$ cat src/rtl/qkc_pkg.sv
// qkc_pkg: shared types, codes and constants for the quadrature knob counter
// no dependencies; imported by every rtl module of the block
package qkc_pkg;

    localparam int VALUE_BITS  = 16;
    localparam int PERIOD_BITS = 16;
    localparam int CFG_BITS    = 16;
    localparam int FLAG_BITS   = 5;

    // reset values of the configuration registers
    localparam logic signed [VALUE_BITS-1:0] RELOAD_RESET = VALUE_BITS'(1024);
    localparam logic [PERIOD_BITS-1:0]       PERIOD_RESET = PERIOD_BITS'(10000);

    // configuration register indexes
    localparam logic REG_RELOAD_VALUE   = 1'b0;
    localparam logic REG_REFRESH_PERIOD = 1'b1;

    // encoder positions: bit 0 is channel a active, bit 1 channel b active
    localparam logic [1:0] POS_IDLE = 2'b00;
    localparam logic [1:0] POS_A    = 2'b01;
    localparam logic [1:0] POS_B    = 2'b10;
    localparam logic [1:0] POS_MID  = 2'b11;

    // edge flag bits
    localparam int FLAG_FIRST_A = 0;
    localparam int FLAG_FIRST_B = 1;
    localparam int FLAG_LAST_B  = 2;
    localparam int FLAG_LAST_A  = 3;
    localparam int FLAG_MID     = 4;

    // step event codes
    localparam logic [1:0] STEP_NONE = 2'd0;
    localparam logic [1:0] STEP_DOWN = 2'd1;
    localparam logic [1:0] STEP_UP   = 2'd2;

    typedef struct packed {
        logic [1:0]           last_pos;
        logic [FLAG_BITS-1:0] flags;
    } t_quad_state;

    typedef struct packed {
        logic [1:0]           step;
        t_quad_state          state;
    } t_quad_result;

endpackage

$ cat src/rtl/qkc_decoder.sv
// qkc_decoder: detent decoder, edge flag update and step decision for one sample
// depends on qkc_pkg
module qkc_decoder
    import qkc_pkg::*;
(
    input  logic         i_pin_a_level,
    input  logic         i_pin_b_level,
    input  t_quad_state  i_state,
    output t_quad_result o_result
);

    logic [1:0]           cur;
    logic [FLAG_BITS-1:0] f;
    logic [1:0]           step;

    always_comb begin
        cur  = {~i_pin_b_level, ~i_pin_a_level};
        f    = i_state.flags;
        step = STEP_NONE;
        if (cur != i_state.last_pos) begin
            if (i_state.last_pos == POS_IDLE) begin
                if (cur == POS_A) begin
                    f[FLAG_FIRST_A] = 1'b1;
                end else if (cur == POS_B) begin
                    f[FLAG_FIRST_B] = 1'b1;
                end
            end
            if (cur == POS_MID) begin
                f[FLAG_MID] = 1'b1;
            end else if (cur == POS_IDLE) begin
                if (i_state.last_pos == POS_B) begin
                    f[FLAG_LAST_B] = 1'b1;
                end else if (i_state.last_pos == POS_A) begin
                    f[FLAG_LAST_A] = 1'b1;
                end
                // detent complete: judge the collected edges
                priority if (f[FLAG_FIRST_A] && (f[FLAG_LAST_B] || f[FLAG_MID])) begin
                    step = STEP_DOWN;
                end else if (f[FLAG_LAST_B] && (f[FLAG_FIRST_A] || f[FLAG_MID])) begin
                    step = STEP_DOWN;
                end else if (f[FLAG_FIRST_B] && (f[FLAG_LAST_A] || f[FLAG_MID])) begin
                    step = STEP_UP;
                end else if (f[FLAG_LAST_A] && (f[FLAG_FIRST_B] || f[FLAG_MID])) begin
                    step = STEP_UP;
                end else begin
                    step = STEP_NONE;
                end
                f = '0;
            end
        end
        o_result.step           = step;
        o_result.state.last_pos = cur;
        o_result.state.flags    = f;
    end

endmodule

$ cat src/rtl/qkc_refresh_timer.sv
// qkc_refresh_timer: sample tick counter raising the display strobe
// depends on qkc_pkg
module qkc_refresh_timer
    import qkc_pkg::*;
(
    input  logic                   i_clk,
    input  logic                   i_rst_n,
    input  logic                   i_tick,
    input  logic [PERIOD_BITS-1:0] i_period,
    output logic                   o_strobe
);

    logic [PERIOD_BITS-1:0] r_count;
    logic [PERIOD_BITS-1:0] n_count;
    logic [PERIOD_BITS:0]   count_inc;

    // 17 bit compare so a full period of 65535 still wraps correctly
    always_comb begin
        count_inc = {1'b0, r_count} + (PERIOD_BITS+1)'(1);
        o_strobe  = count_inc > {1'b0, i_period};
        n_count   = o_strobe ? '0 : count_inc[PERIOD_BITS-1:0];
    end

    always_ff @(posedge i_clk) begin
        if (!i_rst_n) begin
            r_count <= '0;
        end else if (i_tick) begin
            r_count <= n_count;
        end
    end

endmodule

$ cat src/rtl/quadrature_knob_counter.sv
// quadrature_knob_counter: top level of the rotary knob decoder with reload switch
// depends on qkc_pkg, qkc_decoder, qkc_refresh_timer
//
// usage
// - input channel (i_in_valid / o_in_ready) carries one sample word per tick:
//   the two encoder pin levels and the push switch level, all active low
// - output channel (o_out_valid / i_out_ready) returns one result word per
//   sample: the value after the tick, the step event, the display strobe,
//   the value at the start of the tick and the switch press event
// - config port writes reload_value (index 0) or refresh_period (index 1)
//   whenever i_cfg_we is high; write only while no word is in flight
// timing
// - a sample is held in the input register until the output register is free
//   or draining, then the decoder, the refresh timer and the value update run
//   in a single pass into the output register, which raises o_out_valid
// - throughput one word per cycle while the output is not stalled; each word
//   updates the state of position, edge flags, value and tick count
// reset
// - synchronous active low; both register stages empty, position and flags
//   clear, value and reload register load 1024, period loads 10000
// stall
// - while i_out_ready is low the result holds; the input register still
//   takes one more word, then o_in_ready drops until the output drains
module quadrature_knob_counter
    import qkc_pkg::*;
(
    input  logic                          i_clk,
    input  logic                          i_rst_n,
    // sample input channel
    input  logic                          i_in_valid,
    output logic                          o_in_ready,
    input  logic                          i_pin_a_level,
    input  logic                          i_pin_b_level,
    input  logic                          i_switch_level,
    // result channel
    output logic                          o_out_valid,
    input  logic                          i_out_ready,
    output logic signed [VALUE_BITS-1:0]  o_count_value,
    output logic [1:0]                    o_step_event,
    output logic                          o_display_strobe,
    output logic signed [VALUE_BITS-1:0]  o_display_value,
    output logic                          o_switch_event,
    // configuration write port
    input  logic                          i_cfg_we,
    input  logic                          i_cfg_index,
    input  logic [CFG_BITS-1:0]           i_cfg_data
);

    // configuration registers
    logic signed [VALUE_BITS-1:0] r_reload_value;
    logic [PERIOD_BITS-1:0]       r_refresh_period;

    // input register stage
    logic       r_in_valid;
    logic       r_pin_a;
    logic       r_pin_b;
    logic       r_switch;

    // decoder state
    t_quad_state                  r_quad;
    t_quad_result                 quad_next;
    logic                         r_switch_held;
    logic signed [VALUE_BITS-1:0] r_knob_value;
    logic signed [VALUE_BITS-1:0] n_knob_value;
    logic                         press;
    logic                         strobe;

    // output register stage
    logic                         r_out_valid;

    // a word moves from the input register into the output register
    logic advance;

    assign advance    = r_in_valid && (!r_out_valid || i_out_ready);
    assign o_in_ready = !r_in_valid || advance;
    assign o_out_valid = r_out_valid;

    always_ff @(posedge i_clk) begin
        if (!i_rst_n) begin
            r_reload_value   <= RELOAD_RESET;
            r_refresh_period <= PERIOD_RESET;
        end else if (i_cfg_we) begin
            unique case (i_cfg_index)
                REG_RELOAD_VALUE:   r_reload_value   <= VALUE_BITS'(i_cfg_data);
                REG_REFRESH_PERIOD: r_refresh_period <= i_cfg_data;
                default: ;
            endcase
        end
    end

    // input stage capture
    always_ff @(posedge i_clk) begin
        if (!i_rst_n) begin
            r_in_valid <= 1'b0;
        end else if (o_in_ready) begin
            r_in_valid <= i_in_valid;
        end
    end

    always_ff @(posedge i_clk) begin
        if (i_in_valid && o_in_ready) begin
            r_pin_a  <= i_pin_a_level;
            r_pin_b  <= i_pin_b_level;
            r_switch <= i_switch_level;
        end
    end

    qkc_decoder u_decoder (
        .i_pin_a_level (r_pin_a),
        .i_pin_b_level (r_pin_b),
        .i_state       (r_quad),
        .o_result      (quad_next)
    );

    qkc_refresh_timer u_timer (
        .i_clk    (i_clk),
        .i_rst_n  (i_rst_n),
        .i_tick   (advance),
        .i_period (r_refresh_period),
        .o_strobe (strobe)
    );

    // step first, then a press edge overrides with the reload value
    always_comb begin
        press = !r_switch && !r_switch_held;
        unique case (quad_next.step)
            STEP_DOWN: n_knob_value = r_knob_value - VALUE_BITS'(1);
            STEP_UP:   n_knob_value = r_knob_value + VALUE_BITS'(1);
            default:   n_knob_value = r_knob_value;
        endcase
        if (press) begin
            n_knob_value = r_reload_value;
        end
    end

    always_ff @(posedge i_clk) begin
        if (!i_rst_n) begin
            r_quad        <= '0;
            r_switch_held <= 1'b0;
            r_knob_value  <= RELOAD_RESET;
        end else if (advance) begin
            r_quad        <= quad_next.state;
            r_switch_held <= !r_switch;
            r_knob_value  <= n_knob_value;
        end
    end

    // output register stage
    always_ff @(posedge i_clk) begin
        if (!i_rst_n) begin
            r_out_valid <= 1'b0;
        end else if (advance) begin
            r_out_valid <= 1'b1;
        end else if (i_out_ready) begin
            r_out_valid <= 1'b0;
        end
    end

    always_ff @(posedge i_clk) begin
        if (advance) begin
            o_count_value    <= n_knob_value;
            o_step_event     <= quad_next.step;
            o_display_strobe <= strobe;
            o_display_value  <= r_knob_value;
            o_switch_event   <= press;
        end
    end

endmodule

$ cat config.mk
export PLATFORM = sky130hd
export DESIGN_NAME = quadrature_knob_counter
export DESIGN_NICKNAME = d
export VERILOG_FILES = /design/src/rtl/qkc_pkg.sv /design/src/rtl/qkc_decoder.sv /design/src/rtl/qkc_refresh_timer.sv /design/src/rtl/quadrature_knob_counter.sv
export SDC_FILE = /design/constraint.sdc
export NUM_CORES = 1
export LEC_CHECK = 0
export BUFFER_PORTS_ARGS = -buffer_cell sky130_fd_sc_hd__buf_2
export CAP_MARGIN = 5
export CORE_MARGIN = 3
export CORE_UTILIZATION = 35
export DETAILED_ROUTE_END_ITERATION = 8
export GPL_TIMING_DRIVEN = 0
export HOLD_SLACK_MARGIN = 0.12
export PLACE_DENSITY = 0.64
export REMOVE_ABC_BUFFERS = 1
export SLEW_MARGIN = 20
export SYNTH_ARGS = -nofsm -noshare
export SYNTH_HDL_FRONTEND = slang
export SYNTH_HIERARCHICAL = 1
export SYNTH_SLANG_ARGS = --single-unit
$ cat constraint.sdc
create_clock -name i_clk -period 8.25 [get_ports i_clk]
set_clock_uncertainty 0.15 [all_clocks]
set_input_delay 0.4125 -clock i_clk [delete_from_list [all_inputs] [get_ports i_clk]]
set_output_delay 0.4125 -clock i_clk [all_outputs]
set_load 0.02 [all_outputs]
==> flow_summary.json <==
{
  "antenna_found_initial": 0,
  "place_inst": 942,
  "drive_gt1_frac": 0.154,
  "cp.required_ns": 8.33,
  "cts_tree": "built",
  "initial_core_util": 0.362,
  "rows": 47,
  "maxSlewViolCount": 0,
  "clock_path_buffers": 2,
  "p_comb_frac": 0.118,
  "vdd_drop_max_uv": 133,
  "tns_ns": 0,
  "cts_made_buffers": 17,
  "mostFrequentLayoutCells": "nand2_1, dfxtp_1, a21oi_1, buf_2, nor2_1",
  "synthFlopType": "dfxtp_1",
  "io_buffer_count": 62,
  "startpoint": "r_pin_a$_DFFE_PP_",
  "final_nets": 819,
  "clock_latency_ns": 0.41,
  "fill_cells": 1644,
  "io-pin-count": 63,
  "wirelength_microns": 14200,
  "clkPwrFrac": 0.472,
  "ys_seq_area_frac": 0.437,
  "first_iter_violations": 475,
  "syn2layout_area_growth_pct": 20.4,
  "syn_avg_cell_area_sq_um": 8.76,
  "setup_viol": 0,
  "post_cts_buffers": 0,
  "core_sq_um": 16800,
  "dp_hpwl_microns": 9580,
  "die_y_microns": 138,
  "yosysTopAreaCellShare": 0.244,
  "wl_per_cell_microns": 14.3,
  "setup.worst_path.end": "o_count_value[15]$_DFFE_PP_",
  "grt_pass1_vias": 4636,
  "dr.pass1.iters": 5,
  "reg2reg_depth": 15,
  "grt_usage": 0.154,
  "postCtsHoldBufs": 18,
  "multiInputGateArea_sq_um": 3140,
  "fin_crit_sh": 0.542,
  "gp_congestion": 0.873,
  "relSlewSlack": 0.305,
  "grt_max_degree": 47,
  "drv_cap": 0,
  "yosys.area.top_type": "dfxtp_1",
  "ff_latch_area_sq_um": 2650,
  "stdcell_count": 992,
  "numClockSinks": 113,
  "p_switching_w": 0.000368,
  "yosys_warnings": 6,
  "cts_resized": 0,
  "status": "finished, final reports clean",
  "via_count": 5021,
  "timing.rr.end": "o_count_value[15]$_DFFE_PP_",
  "synth_seq_cells": 113,
  "crit_type": "register to register",
  "hold_viol": 0,
  "grt_pass1_wl_microns": 23100,
  "final_core_util": 0.436,
  "cts_max_level": 4,
  "cellPowerDensity_nw_per_um2": 206,
  "reg2reg_slack_ns": 3.78,
  "synth_area_leaders": "dfxtp_1, edfxtp_1, nand2_1, ha_1, a21oi_1",
  "layout_commonest_cell": "nand2_1",
  "clk_pin_slew_ns": 0.05,
  "netlist_area_sq_um": 6070,
  "p_leak_nw": 2.86,
  "end_kind": "register",
  "synthCells": 693,
  "hold_ws_ns": 0.133,
  "reg2reg_from": "r_pin_a$_DFFE_PP_",
  "diodes": 0,
  "synth_edf_count": 39,
  "p_sw_frac": 0.244,
  "critical_path_peak_fanout": 17,
  "async_flop_share": 0,
  "rsz0062_at_grt": "false",
  "hold_depth": 3,
  "cts-root-buf": "clkbuf_16",
  "seqPwrFrac": 0.410,
  "ys_types": 65,
  "p_int_w": 0.00114,
  "viasPerCell": 5.06,
  "crit_arrival_ns": 4.55,
  "fp.dieW_microns": 138,
  "drc": 0,
  "max_freq_ghz": 0.224,
  "ant_nets": 0,
  "worst_slew_pin_slew_ns": 1.04,
  "fin_crit_ns": 4.47,
  "hold_class": "input pin to register",
  "start_kind": "register",
  "die_area_sq_um": 19000,
  "overflow": 0
}
==> metrics by stage <==
stage	power [W]	worst slack, ns	area, sq um
4_1_cts	0.00152	3.79	7310
6_report	0.00151	3.78	7310
3_3_place_gp	0.000797	3.48	6520
3_5_place_dp	0.000799	3.83	6540
2_1_floorplan	0.000748	4.51	5930
5_1_grt	0.00157	3.39	7310
==> area by class of cell <==
class / count / area share
Clock buffer: 29 / 0.0784
Clock inverter: 3 / 0.00205
Inverter: 39 / 0.0204
Multi-Input combinational cell: 507 / 0.429
Sequential cell: 113 / 0.363
Tap cell: 220 / 0.0376
Timing Repair Buffer: 81 / 0.0698
==> critical path, cell delays in order, from the launching register on <==
cell      delay, ns
edfxtp_1       0.50
inv_1          0.15
a31oi_1        0.15
maj3_1         0.35
nor2_1         0.14
inv_1          0.06
ha_1           0.22
inv_1          0.47
ha_1           0.45
a211oi_2       0.29
o211ai_1       0.16
a221oi_2       0.28
o41ai_2        0.13
xnor2_1        0.18
or3_1          0.35
a31oi_1        0.25
==> layer usage <==
metal | global-route usage | up-vias | part of all wire
li1 | - | 2586 | -
met1 | 0.205 | 2314 | 0.47
met2 | 0.241 | 103 | 0.47
met3 | 0.0369 | 18 | 0.048
met4 | 0.0582 | 0 | 0.017
met5 | 0 | - | 0
==> synthesized netlist by cell type, types with 10 or more instances <==
master / number
nor3_1: 12
a211oi_1: 10
inv_1: 37
xnor2_1: 15
o21a_1: 10
clkbuf_1: 24
nand3_1: 22
ha_1: 34
a21oi_1: 73
o21ai_0: 22
nand2_1: 118
edfxtp_1: 39
and2_1: 10
dfxtp_1: 74
xor2_1: 10
nor2_1: 46
==> registers in the layout, summed over array words and instances (netlist names), 2 cells and up <==
| signal | count |
|---|---|
| o_count_value | 16 |
| o_display_value | 16 |
| r_knob_value | 16 |
| r_refresh_period | 16 |
| r_reload_value | 16 |
| u_timer/r_count | 16 |
| r_quad | 7 |
| o_step_event | 2 |
==> how the worst min path moves through the flow <==
stage                     slack [ns]                             from                          endpoint
after floorplan                 0.27               r_switch$_DFFE_PP_        r_switch_held$_SDFFE_PN0P_
after global placement          0.29  r_reload_value[13]$_SDFFE_PN0P_   r_reload_value[13]$_SDFFE_PN0P_
after detailed placement        0.29   r_reload_value[6]$_SDFFE_PN0P_    r_reload_value[6]$_SDFFE_PN0P_
after CTS                       0.12                    i_cfg_data[6]  r_refresh_period[6]$_SDFFE_PN0P_
after global routing            0.14                    i_cfg_data[6]    r_reload_value[6]$_SDFFE_PN0P_
final                           0.13                    i_cfg_data[6]  r_refresh_period[6]$_SDFFE_PN0P_
==> power groups by stage <==
stage               sequential (W)  clock [W]  combinational (W)
floorplan                 0.000638          0           0.000110
CTS                       0.000618   0.000727           0.000178
global route              0.000621   0.000754           0.000198
detailed placement        0.000630          0           0.000170
finish                    0.000619   0.000711           0.000177
global placement          0.000630          0           0.000167
==> logic make-up (layout without fill, tap and decap cells) <==
| group | count (synthesis) | in the layout | share of synthesized area |
|---|---|---|---|
| flip-flops | 113 | 113 | 0.437 |
| buffers and inverters | 73 | 152 | 0.0470 |
| XOR/XNOR | 25 | 25 | 0.0361 |
| AND/OR/NAND/NOR | 273 | 273 | 0.217 |
| multiplexers | 7 | 7 | 0.0122 |
| AO/OA/AOI/OAI | 166 | 166 | 0.176 |
| adder cells (fa/ha/maj) | 36 | 36 | 0.0750 |
No activity file was read; power rests on OpenSTA's default activity.
